**config.mk**
```make
export PLATFORM = sky130hd
export DESIGN_NAME = moving_average_smoother_top
export DESIGN_NICKNAME = d
export VERILOG_FILES = /design/src/sv/msa_pkg.sv /design/src/sv/msa_front.sv /design/src/sv/msa_div.sv /design/src/sv/msa_back.sv /design/src/sv/moving_average_smoother_top.sv
export SDC_FILE = /design/constraint.sdc
export NUM_CORES = 1
export LEC_CHECK = 0
export ABC_CLOCK_PERIOD_IN_PS = 10070
export BUFFER_PORTS_ARGS = -buffer_cell sky130_fd_sc_hd__buf_2
export CAP_MARGIN = 20
export CORE_ASPECT_RATIO = 2
export CORE_MARGIN = 3
export CORE_UTILIZATION = 65
export CTS_CLUSTER_DIAMETER = 80
export DETAILED_ROUTE_END_ITERATION = 6
export GPL_ROUTABILITY_DRIVEN = 1
export HOLD_SLACK_MARGIN = 0.03
export PLACE_DENSITY = 0.85
export RECOVER_POWER = 50
export SLEW_MARGIN = 15
export SYNTH_ARGS = -nofsm -noshare
export SYNTH_HDL_FRONTEND = slang
export SYNTH_SLANG_ARGS = --single-unit
```
**constraint.sdc**
```tcl
create_clock -name i_clk -period 10.07 [get_ports i_clk]
set_input_delay 1.5105 -clock i_clk [delete_from_list [all_inputs] [get_ports i_clk]]
set_output_delay 1.5105 -clock i_clk [all_outputs]
set_load 0.01 [all_outputs]
```
**src/sv/msa_pkg.sv**
```systemverilog
// Shared constants and status types for the moving-average smoother.
package msa_pkg;

    localparam int WL_BITS          = 7;   // window_length register width
    localparam int DEF_MAX_WINDOW   = 64;
    localparam int DEF_SAMPLE_BITS  = 16;
    localparam int QUEUE_DEPTH      = 2;   // front-to-back sample queue

    // divider status as seen by the back end
    typedef struct packed {
        logic busy;
        logic done;
    } t_div_stat;

    // back-end status as seen by the top level
    typedef struct packed {
        logic busy;
        logic drop;
    } t_back_stat;

endpackage

```
**src/sv/msa_front.sv**
```systemverilog
// Front end: accepts samples and holds them in a short queue for the back end.
module msa_front #(
    parameter int SAMPLE_BITS = msa_pkg::DEF_SAMPLE_BITS
) (
    input  logic                          i_clk,
    input  logic                          i_rst_n,
    input  logic                          i_sample_valid,
    output logic                          o_sample_ready,
    input  logic signed [SAMPLE_BITS-1:0] i_sample,
    output logic                          o_q_valid,
    output logic signed [SAMPLE_BITS-1:0] o_q_sample,
    input  logic                          i_q_pop
);
    import msa_pkg::*;

    localparam int PW = (QUEUE_DEPTH > 1) ? $clog2(QUEUE_DEPTH) : 1;
    localparam int NW = $clog2(QUEUE_DEPTH + 1);

    logic signed [SAMPLE_BITS-1:0] r_q [QUEUE_DEPTH];
    logic [PW-1:0] r_wp;
    logic [PW-1:0] r_rp;
    logic [NW-1:0] r_cnt;
    logic          push;

    assign o_sample_ready = (r_cnt < NW'(QUEUE_DEPTH));
    assign push           = i_sample_valid && o_sample_ready;
    assign o_q_valid      = (r_cnt != '0);
    assign o_q_sample     = r_q[r_rp];

    function automatic logic [PW-1:0] f_wrap(input logic [PW-1:0] p);
        return (p == PW'(QUEUE_DEPTH - 1)) ? '0 : p + 1'b1;
    endfunction

    always_ff @(posedge i_clk) begin
        if (push) begin
            r_q[r_wp] <= i_sample;
        end
    end

    always_ff @(posedge i_clk) begin
        if (!i_rst_n) begin
            r_wp  <= '0;
            r_rp  <= '0;
            r_cnt <= '0;
        end else begin
            if (push) begin
                r_wp <= f_wrap(r_wp);
            end
            if (i_q_pop) begin
                r_rp <= f_wrap(r_rp);
            end
            case ({push, i_q_pop})
                2'b10:   r_cnt <= r_cnt + 1'b1;
                2'b01:   r_cnt <= r_cnt - 1'b1;
                default: r_cnt <= r_cnt;
            endcase
        end
    end

endmodule

```
**src/sv/msa_div.sv**
```systemverilog
// Iterative signed divider: one quotient bit per cycle, truncates toward zero.
module msa_div #(
    parameter int TW = 23,
    parameter int CW = 7
) (
    input  logic                 i_clk,
    input  logic                 i_rst_n,
    input  logic                 i_start,
    input  logic signed [TW-1:0] i_dividend,
    input  logic [CW-1:0]        i_divisor,
    output logic [TW-1:0]        o_quotient,
    output msa_pkg::t_div_stat   o_stat
);
    import msa_pkg::*;

    localparam int SW = $clog2(TW + 1);

    logic [TW-1:0] r_quo;
    logic [CW-1:0] r_rem;
    logic [CW-1:0] r_div;
    logic          r_neg;
    logic [SW-1:0] r_step;
    logic          r_busy;
    logic          r_done;

    logic [CW:0]   shifted;
    logic [CW:0]   diff;
    logic [TW-1:0] mag;

    assign mag     = i_dividend[TW-1] ? (~i_dividend + 1'b1) : i_dividend;
    assign shifted = {r_rem, r_quo[TW-1]};
    assign diff    = shifted - {1'b0, r_div};

    assign o_quotient  = r_neg ? (~r_quo + 1'b1) : r_quo;
    assign o_stat.busy = r_busy;
    assign o_stat.done = r_done;

    always_ff @(posedge i_clk) begin
        if (!i_rst_n) begin
            r_busy <= 1'b0;
            r_done <= 1'b0;
            r_step <= '0;
        end else if (i_start) begin
            r_quo  <= mag;
            r_rem  <= '0;
            r_div  <= i_divisor;
            r_neg  <= i_dividend[TW-1];
            r_step <= SW'(TW);
            r_busy <= 1'b1;
            r_done <= 1'b0;
        end else if (r_busy) begin
            if (!diff[CW]) begin
                r_rem <= diff[CW-1:0];
                r_quo <= {r_quo[TW-2:0], 1'b1};
            end else begin
                r_rem <= shifted[CW-1:0];
                r_quo <= {r_quo[TW-2:0], 1'b0};
            end
            r_step <= r_step - 1'b1;
            if (r_step == SW'(1)) begin
                r_busy <= 1'b0;
                r_done <= 1'b1;
            end
        end
    end

endmodule

```
**src/sv/msa_back.sv**
```systemverilog
// Back end: sample store, drops of old entries, running total, divide and result register.
module msa_back #(
    parameter int MAX_WINDOW  = msa_pkg::DEF_MAX_WINDOW,
    parameter int SAMPLE_BITS = msa_pkg::DEF_SAMPLE_BITS,
    parameter int CW          = $clog2(MAX_WINDOW + 1)
) (
    input  logic                          i_clk,
    input  logic                          i_rst_n,
    input  logic                          i_q_valid,
    input  logic signed [SAMPLE_BITS-1:0] i_q_sample,
    output logic                          o_q_pop,
    input  logic [CW-1:0]                 i_window,
    output logic                          o_average_valid,
    input  logic                          i_average_ready,
    output logic signed [SAMPLE_BITS-1:0] o_average,
    output logic [CW-1:0]                 o_held_count,
    output msa_pkg::t_back_stat           o_stat
);
    import msa_pkg::*;

    localparam int AW = $clog2(MAX_WINDOW);
    localparam int TW = SAMPLE_BITS + CW;
    localparam int OW = CW + 1;

    typedef enum logic [2:0] {
        S_IDLE,
        S_CHECK,
        S_DROP,
        S_WRITE,
        S_START,
        S_DIV
    } t_state;

    t_state                        r_state;
    logic [AW-1:0]                 r_slot;
    logic [CW-1:0]                 r_count;
    logic signed [TW-1:0]          r_total;
    logic signed [SAMPLE_BITS-1:0] r_sample;
    logic signed [SAMPLE_BITS-1:0] r_mem [MAX_WINDOW];
    logic signed [SAMPLE_BITS-1:0] r_rd_data;
    logic                          r_out_valid;
    logic signed [SAMPLE_BITS-1:0] r_out;

    logic [OW-1:0] oldest_sum;
    logic [AW-1:0] oldest;
    logic          rd_en;
    logic          wr_en;
    logic          div_start;
    logic          out_free;
    logic          out_load;
    logic [TW-1:0] quotient;
    t_div_stat     div_stat;

    msa_div #(
        .TW (TW),
        .CW (CW)
    ) u_div (
        .i_clk      (i_clk),
        .i_rst_n    (i_rst_n),
        .i_start    (div_start),
        .i_dividend (r_total),
        .i_divisor  (r_count),
        .o_quotient (quotient),
        .o_stat     (div_stat)
    );

    // slot of the oldest held entry, modulo store depth
    assign oldest_sum = OW'(r_slot) + OW'(MAX_WINDOW) - OW'(r_count);
    assign oldest     = (oldest_sum >= OW'(MAX_WINDOW)) ?
                        AW'(oldest_sum - OW'(MAX_WINDOW)) : AW'(oldest_sum);

    assign o_q_pop   = (r_state == S_IDLE) && i_q_valid;
    assign rd_en     = (r_state == S_CHECK) && (r_count >= i_window);
    assign wr_en     = (r_state == S_WRITE);
    assign div_start = (r_state == S_START);
    assign out_free  = !r_out_valid || i_average_ready;
    assign out_load  = (r_state == S_DIV) && div_stat.done && out_free;

    assign o_average_valid = r_out_valid;
    assign o_average       = r_out;
    assign o_held_count    = r_count;
    assign o_stat.busy     = (r_state != S_IDLE);
    assign o_stat.drop     = (r_state == S_DROP);

    always_ff @(posedge i_clk) begin
        if (wr_en) begin
            r_mem[r_slot] <= r_sample;
        end
        if (rd_en) begin
            r_rd_data <= r_mem[oldest];
        end
    end

    always_ff @(posedge i_clk) begin
        if (!i_rst_n) begin
            r_state     <= S_IDLE;
            r_slot      <= '0;
            r_count     <= '0;
            r_total     <= '0;
            r_out_valid <= 1'b0;
        end else begin
            if (out_load) begin
                r_out_valid <= 1'b1;
            end else if (i_average_ready) begin
                r_out_valid <= 1'b0;
            end
            case (r_state)
                S_IDLE: begin
                    if (i_q_valid) begin
                        r_sample <= i_q_sample;
                        r_state  <= S_CHECK;
                    end
                end
                S_CHECK: begin
                    r_state <= rd_en ? S_DROP : S_WRITE;
                end
                S_DROP: begin
                    r_total <= r_total - TW'(r_rd_data);
                    r_count <= r_count - 1'b1;
                    r_state <= S_CHECK;
                end
                S_WRITE: begin
                    r_total <= r_total + TW'(r_sample);
                    r_count <= r_count + 1'b1;
                    r_slot  <= (r_slot == AW'(MAX_WINDOW - 1)) ? '0 : r_slot + 1'b1;
                    r_state <= S_START;
                end
                S_START: begin
                    r_state <= S_DIV;
                end
                S_DIV: begin
                    if (out_load) begin
                        r_out   <= quotient[SAMPLE_BITS-1:0];
                        r_state <= S_IDLE;
                    end
                end
                default: r_state <= S_IDLE;
            endcase
        end
    end

endmodule

```
**src/sv/moving_average_smoother_top.sv**
```systemverilog
// Top level of the boxcar moving-average smoother: window register, front queue, back end.
//
//  channel  | handshake                        | payload
//  ---------+----------------------------------+-----------------------------------
//  sample   | i_sample_valid / o_sample_ready  | i_sample        (signed Q7.8)
//  average  | o_average_valid / i_average_ready| o_average       (signed Q7.8)
//  config   | i_cfg_valid / o_cfg_ready        | i_window_length (7 bit, unsigned)
//
// With the back end idle, a sample transfer passes through the check, write, start and
// divide states before o_average_valid rises, the divider giving one quotient bit per
// cycle; each held entry dropped adds a store read in check and a subtract in drop.
// A full window drops one entry per item.
// Reset is synchronous, active low; store contents are not cleared, only the back end's
// count, slot, total, state and output valid flag, so no clearing pass is needed.
// A two-entry queue takes samples while the back end works; a result waiting in
// the output register stalls the back end, and the sample input once the queue is full.
module moving_average_smoother_top #(
    parameter int MAX_WINDOW  = msa_pkg::DEF_MAX_WINDOW,
    parameter int SAMPLE_BITS = msa_pkg::DEF_SAMPLE_BITS
) (
    input  logic                          i_clk,
    input  logic                          i_rst_n,
    input  logic                          i_sample_valid,
    output logic                          o_sample_ready,
    input  logic signed [SAMPLE_BITS-1:0] i_sample,
    output logic                          o_average_valid,
    input  logic                          i_average_ready,
    output logic signed [SAMPLE_BITS-1:0] o_average,
    input  logic                          i_cfg_valid,
    output logic                          o_cfg_ready,
    input  logic [msa_pkg::WL_BITS-1:0]   i_window_length
);
    import msa_pkg::*;

    localparam int CW = $clog2(MAX_WINDOW + 1);

    logic [WL_BITS-1:0]            r_window_length;
    logic [CW-1:0]                 eff_window;
    logic                          q_valid;
    logic signed [SAMPLE_BITS-1:0] q_sample;
    logic                          q_pop;
    logic [CW-1:0]                 held_count;
    t_back_stat                    back_stat;

    // config writes must arrive only while idle, unenforced; the register is always ready
    assign o_cfg_ready = 1'b1;

    always_ff @(posedge i_clk) begin
        if (!i_rst_n) begin
            r_window_length <= WL_BITS'(1);
        end else if (i_cfg_valid && o_cfg_ready) begin
            r_window_length <= i_window_length;
        end
    end

    // zero window acts as one; anything above store depth clamps to it
    always_comb begin
        if (r_window_length == '0) begin
            eff_window = CW'(1);
        end else if (int'(r_window_length) > MAX_WINDOW) begin
            eff_window = CW'(MAX_WINDOW);
        end else begin
            eff_window = CW'(r_window_length);
        end
    end

    msa_front #(
        .SAMPLE_BITS (SAMPLE_BITS)
    ) u_front (
        .i_clk          (i_clk),
        .i_rst_n        (i_rst_n),
        .i_sample_valid (i_sample_valid),
        .o_sample_ready (o_sample_ready),
        .i_sample       (i_sample),
        .o_q_valid      (q_valid),
        .o_q_sample     (q_sample),
        .i_q_pop        (q_pop)
    );

    msa_back #(
        .MAX_WINDOW  (MAX_WINDOW),
        .SAMPLE_BITS (SAMPLE_BITS),
        .CW          (CW)
    ) u_back (
        .i_clk           (i_clk),
        .i_rst_n         (i_rst_n),
        .i_q_valid       (q_valid),
        .i_q_sample      (q_sample),
        .o_q_pop         (q_pop),
        .i_window        (eff_window),
        .o_average_valid (o_average_valid),
        .i_average_ready (i_average_ready),
        .o_average       (o_average),
        .o_held_count    (held_count),
        .o_stat          (back_stat)
    );

`ifndef SYNTHESIS
    // the store never holds more entries than it has slots
    a_count_bound: assert property (@(posedge i_clk) disable iff (!i_rst_n)
        held_count <= CW'(MAX_WINDOW))
        else $error("held count exceeds store depth");

    // a drop step only runs with at least one held entry
    a_drop_nonempty: assert property (@(posedge i_clk) disable iff (!i_rst_n)
        back_stat.drop |-> (held_count != '0))
        else $error("drop with empty store");

    // a pop from the queue starts work in the back end
    a_pop_busy: assert property (@(posedge i_clk) disable iff (!i_rst_n)
        (q_pop && q_valid) |=> back_stat.busy)
        else $error("back end idle after pop");

    // the back end only pops when it is idle
    a_pop_idle: assert property (@(posedge i_clk) disable iff (!i_rst_n)
        q_pop |-> (q_valid && !back_stat.busy))
        else $error("pop while busy or queue empty");
`endif

endmodule
```
==> results.py, run 1 <==
metrics = {
    "outcome": {
        "status": "finished, violations left",
        "violations": "max-capacitance violations, max-slew violations",
    },
    "logic_synthesis": {
        "synthTopCellsByArea": "edfxtp_1 (70%), mux4_2 (15%), dfxtp_1 (2.4%)",
        "synthArstFlopShare": 0,
        "syn_avg_cell_area_um2": 19.6,
        "yosys-top-cells-count": "edfxtp_1 (1142), mux4_2 (320), nor2_1 (145)",
        "yosys_warnings": 0,
        "synth_area_mm2": 0.0487,
        "seq_area_frac_synth": 0.728,
        "synth_top_area_cell": "edfxtp_1",
        "syn_nets": 2572,
        "synth_top_area_frac": 0.704,
        "yosysMostFrequentCell": "edfxtp_1",
        "ys.flop_type": "edfxtp_1",
        "syn_inst": 2487,
        "ys_seq_elements": 1200,
        "synth_edf_count": 1142,
        "synth_cell_types": 70,
    },
    "detailed_routing": {
        "drt-initial-drc-count": 3492,
        "num_vias": 26124,
        "wirelength_mm": 126,
        "via_per_inst": 7.19,
        "drc": 0,
        "ant_nets": 0,
        "first_pass_iters": 6,
        "drt-wirelength-per-cell_um": 34.6,
    },
    "layout": {
        "multi_input_area_mm2": 0.0127,
        "syn_to_final_growth_pct": 10.2,
        "layout-drive-gt1-share": 0.236,
        "fill_cells": 3944,
        "layout.nets": 2704,
        "regArea_mm2": 0.0355,
    },
    "clock_network": {
        "clk_latency_ns": 0.73,
        "clock_sinks": 1200,
        "cts_buffer_depth": 3,
        "htree_levels": 3,
        "cts_root_buffer": "clkbuf_16",
        "hold_buffers": 0,
        "cts_setup_buffers": 0,
        "numCtsBuffers": 97,
        "cts_tree": "done",
        "post_cts_resized": 0,
        "path_clk_slew_ns": 0.06,
    },
    "floorplanning": {
        "coreArea_mm2": 0.0741,
        "start_util": 0.657,
        "die_h_um": 393,
        "die_w_um": 200,
        "rows": 141,
        "fp.dieArea_mm2": 0.0784,
        "ioPinCount": 47,
    },
    "placement": {
        "io_buffers": 45,
        "dp_hpwl_mm": 71.0,
        "gp_congestion": 0.892,
        "dp_slack_ns": 5.10,
    },
    "sta": {
        "rsz0062_at_grt": "no",
        "setup_violations": 0,
        "whs_ns": 0.497,
        "hold_violations": 0,
        "finalSetupTns_ns": 0,
        "period_minus_slack_ns": 5.54,
        "setup_slack_ns": 4.53,
        "worst_pin_slew_ns": 3.38,
        "skew_ns": 0.0575,
        "fin_crit_sh": 0.550,
        "max_freq_ghz": 0.181,
        "relSlewSlack": -1.26,
        "maxSlewViolCount": 1168,
    },
    "setup_path": {
        "setup.worst_path.class": "register to register",
        "reg2reg_depth": 13,
        "rrSetupSlack_ns": 4.53,
        "path_max_fanout": 65,
        "worstReg2RegEnd": "u_back.r_total[22]",
        "cp_data_required_time_ns": 10.70,
        "startpoint_type": "register",
        "cp.arrival_ns": 6.17,
        "cp-end-kind": "register",
        "timing.rr.start": "u_back.r_sample[0]",
    },
    "power_and_ir_drop": {
        "leakagePower_nw": 17.4,
        "power.density_mw_per_mm2": 293,
        "irDropWorstVdd_mv": 0.319,
    },
    "global_route": {
        "grt_use_total": 0.331,
        "grt_max_degree": 137,
        "grt-ovfl-total": 0,
        "grt_pass1_wl_mm": 183,
        "antenna_found_initial": 1,
        "grt_pass1_vias": 26901,
    },
    "hold_path": {
        "min_path_type": "register to register",
        "holdPathStages": 2,
        "hold_end": "r_window_length[0]",
        "min_from": "r_window_length[0]",
    },
    "job": {
        "max_cap_viol_count": 19,
    },
}
## worst max-delay path, stage by stage (launching register included)
cell and delay, ns:
edfxtp_1 0.32, clkbuf_1 2.25, nand2_1 0.10, o21ai_0 0.20, ha_1 0.23, inv_1 0.07
fa_1 0.41, nand2b_1 0.21, a21oi_1 0.31, nor2_1 0.15, o21ba_2 0.30, o21ai_0 0.38
mux2i_1 0.27, mux2i_1 0.23
## flip-flops by register name (all words and copies together), names as in the netlist, 16 cells and up
| name | count |
|---|---|
| u_back.o_average | 16 |
| u_back.r_mem | 1024 |
| u_back.r_rd_data | 16 |
| u_back.r_total | 23 |
| u_front.r_q | 32 |
| u_back.u_div.r_quo | 23 |
| u_back.r_sample | 16 |
## metal layers
layer	GRT usage	vias to the layer above	wire length, µm
met5	0	-	0
met4	0.194	0	8590
met3	0.0604	525	11800
met2	0.568	1983	66200
met1	0.393	13293	39100
li1	-	10323	-
## through the flow
stage	power [W]	cell area, µm²	std cells	utilization
4_1_cts	0.0156	53700	3628	0.725
5_1_grt	0.0162	53700	3630	0.724
2_1_floorplan	0.00994	48700	2487	-
3_5_place_dp	0.0116	50400	3447	0.681
3_3_place_gp	0.0114	50400	3445	0.680
6_report	0.0157	53700	3633	0.724
## report_power, final
part | total [W] | internal, W | switching [W]
Combinational | 0.00566 | 0.00242 | 0.00324
Clock | 0.00397 | 0.00212 | 0.00185
Sequential | 0.00610 | 0.00590 | 0.000202
Total | 0.0157 | 0.0104 | 0.00528
## final cells by class
type                    count  share of cell area
well taps                 929              0.0217
repair buffers            149              0.0178
inverters                  38             0.00266
diodes                      3            0.000140
multi-input cells        1133               0.236
flip-flops and latches   1200               0.661
clock inverters            73              0.0149
clock buffers             108              0.0464
## how the worst max path moves through the flow
stage                             start              endpoint  slack, ns  cells after the start
floorplan           u_back.r_rd_data[3]    u_back.r_total[22]       6.48                     15
global placement       u_back.r_slot[0]   u_back.r_rd_data[0]       5.15                     10
detailed placement     u_back.r_slot[0]  u_back.r_rd_data[13]       5.10                      8
CTS                    u_back.r_slot[0]   u_back.r_rd_data[0]       5.01                     10
global route         u_back.r_sample[0]    u_back.r_total[14]       4.13                     13
finish               u_back.r_sample[0]    u_back.r_total[22]       4.53                     13
## cells by family after synthesis
group / after synthesis / synth area share
xor gates and xnor gates: 87 / 0.0160
AOI/OAI and AO/OA: 205 / 0.0256
and+or+nand+nor: 384 / 0.0363
DFF: 1200 / 0.728
other: 1 / 0.0000770
adders and majority gates: 57 / 0.0153
muxes: 399 / 0.165
buffers and inverters: 154 / 0.0139
## layout by cell type (no fill, tap or decap), drive strengths merged, types with 7 or more instances in the layout
cell,count
nand3,23
nor2,146
a211oi,10
nand2,117
xor2,43
nor2b,10
mux4,320
xnor2,44
bufinv,12
or3,12
a21oi,67
o31ai,15
clkinv,48
o21ai,65
mux2i,62
nand2b,17
clkinvlp,7
ha,53
clkbuf,136
edfxtp,1142
inv,44
buf,121
nor3,18
dfxtp,58
a21o,12
or4,8
mux2,17
(Power assumes the default switching activity.)
==> inputs of run 2 (changes only) <==
ABC_CLOCK_PERIOD_IN_PS = 4900   (was 10070)
CORE_UTILIZATION = 57   (was 65)
PLACE_DENSITY = 0.79   (was 0.85)
clock period = 4.9 ns   (was 10.07 ns; I/O delays follow)
==> run 2 against run 1 <==
The run still ends with max-capacitance violations, max-slew violations left. Combinational power increased by 110%. Worst setup slack got worse by 3.8 ns. Utilization decreased by 8.7 points. Final cell count increased by 4.4%. Fmax increased by 32%. Clock skew decreased by 0.025 ns. Hold slack got worse by 0.28 ns. Sequential share of layout area decreased by 0.36 points. Total power increased by 110%. Non-clock buffer count increased by 25. Clock power increased by 98%. Largest power group unchanged. Highest routed layer is now met5.
==> results.py, run 2 (synthesis results as in run 1) <==
metrics = {
    "power_and_ir_drop": {
        "power.density_mw_per_mm2": 598,
        "leakagePower_nw": 17.5,
        "irDropWorstVdd_mv": 0.457,
    },
    "setup_path": {
        "timing.rr.start": "u_back.o_held_count[0]",
        "startpoint_type": "register",
        "cp.arrival_ns": 4.62,
        "path_max_fanout": 112,
        "crit_end": "u_back.r_rd_data[14]",
        "setup.worst_path.class": "register to register",
        "worstSetupStartpoint": "u_back.o_held_count[0]",
        "rrSetupSlack_ns": 0.69,
        "worstReg2RegEnd": "u_back.r_rd_data[14]",
        "cp-end-kind": "register",
        "reg2reg_depth": 8,
        "cp_data_required_time_ns": 5.31,
    },
    "clock_network": {
        "clock_sinks": 1200,
        "clk_latency_ns": 0.71,
        "cts_tree": "done",
        "cts_root_buffer": "clkbuf_16",
        "numCtsBuffers": 96,
        "path_clk_slew_ns": 0.07,
        "post_cts_resized": 0,
        "hold_buffers": 0,
        "cts_buffer_depth": 3,
        "cts_setup_buffers": 0,
        "htree_levels": 3,
    },
    "layout": {
        "layout-drive-gt1-share": 0.232,
        "syn_to_final_growth_pct": 10.8,
        "multi_input_area_mm2": 0.0126,
        "layout_common_cells": "edfxtp_1 (1142), mux4_2 (320), nor2_1 (144)",
        "layout.nets": 2728,
        "largest_register_ffs": 1024,
        "stdcell_area_mm2": 0.0540,
        "mostFrequentLayoutCell": "edfxtp_1",
        "regArea_mm2": 0.0355,
        "top_regs": "u_back.r_mem: 1024 flops, u_front.r_q: 32 flops",
        "regMostFlops": "u_back.r_mem",
        "fill_cells": 5407,
    },
    "floorplanning": {
        "fp.dieArea_mm2": 0.0892,
        "start_util": 0.575,
        "ioPinCount": 47,
        "coreArea_mm2": 0.0846,
        "rows": 151,
        "die_w_um": 213,
        "die_h_um": 419,
    },
    "sta": {
        "skew_ns": 0.0326,
        "max_freq_ghz": 0.237,
        "finalSetupTns_ns": 0,
        "worst_pin_slew_ns": 3.10,
        "hold_violations": 0,
        "setup_violations": 0,
        "maxSlewViolCount": 1092,
        "relSlewSlack": -1.06,
        "period_minus_slack_ns": 4.21,
        "rsz0062_at_grt": "no",
        "fin_crit_sh": 0.859,
    },
    "global_route": {
        "antenna_found_initial": 2,
        "grt_pass1_vias": 26286,
        "grt_max_degree": 113,
        "grt_use_total": 0.276,
        "grt_pass1_wl_mm": 175,
        "grt-ovfl-total": 0,
    },
    "detailed_routing": {
        "drc": 0,
        "ant_nets": 0,
        "first_pass_iters": 6,
        "drt-wirelength-per-cell_um": 31.5,
        "drt-initial-drc-count": 2797,
        "via_per_inst": 6.62,
        "num_vias": 25115,
        "wirelength_mm": 120,
    },
    "placement": {
        "gp_congestion": 0.993,
        "post_dp_cell_area_mm2": 0.0509,
        "io_buffers": 45,
        "dp_hpwl_mm": 71.4,
    },
    "job": {
        "max_cap_viol_count": 18,
    },
    "hold_path": {
        "holdPathStages": 1,
        "min_path_type": "input pin to register",
    },
    "outcome": {
        "status": "finished, violations left",
        "violations": "max-capacitance violations, max-slew violations",
    },
}
## run 2: stage by stage
stage | cells | power (W) | hold slack [ns] | utilization | setup WS [ns]
2_1_floorplan | 2487 | 0.0204 | 0.442 | - | 1.31
3_3_place_gp | 3616 | 0.0240 | 0.467 | 0.601 | 0.779
3_5_place_dp | 3616 | 0.0243 | 0.476 | 0.601 | 0.725
4_1_cts | 3792 | 0.0322 | 0.163 | 0.639 | 0.707
5_1_grt | 3792 | 0.0333 | 0.192 | 0.637 | 0.524
6_report | 3793 | 0.0323 | 0.212 | 0.637 | 0.689
## run 2: final cells by class
cell class,instances,share of cell area
multi-input cells,1133,0.234
inverters,38,0.00264
clock inverters,62,0.0130
repair buffers,174,0.0224
diodes,1,0.0000464
well taps,1071,0.0248
flip-flops and latches,1200,0.657
clock buffers,114,0.0458
## run 2: worst min path at each step
stage                  startpoint                 end  slack (ns)
6_report              i_sample[2]   u_front.r_q[1][2]        0.21
5_1_grt               i_sample[8]   u_front.r_q[0][8]        0.19
4_1_cts               i_sample[2]   u_front.r_q[1][2]        0.16
3_5_place_dp   r_window_length[0]  r_window_length[0]        0.48
3_3_place_gp   r_window_length[0]  r_window_length[0]        0.47
2_1_floorplan  r_window_length[0]  r_window_length[0]        0.44
## run 2: metal layers
layer / share of wire / global-route usage / vias to the layer above
li1: - / - / 10379
met1: 0.32 / 0.313 / 12903
met2: 0.53 / 0.480 / 1407
met3: 0.077 / 0.0479 / 424
met4: 0.077 / 0.178 / 2
met5: 0.00010 / 0 / -
## run 2: report_power, final
group | leakage [nW] | switching (W) | internal [W]
Clock | 1.53 | 0.00362 | 0.00423
Combinational | 5.18 | 0.00653 | 0.00532
Sequential | 10.8 | 0.000462 | 0.0121
## run 2: worst max-delay path, stage by stage (launching register included)
cell,delay (ns)
dfxtp_1,0.65
ha_4,0.20
inv_1,0.06
fa_4,0.84
buf_12,0.47
mux4_2,0.41
mux4_2,0.51
mux2i_1,0.48
mux2i_1,0.13
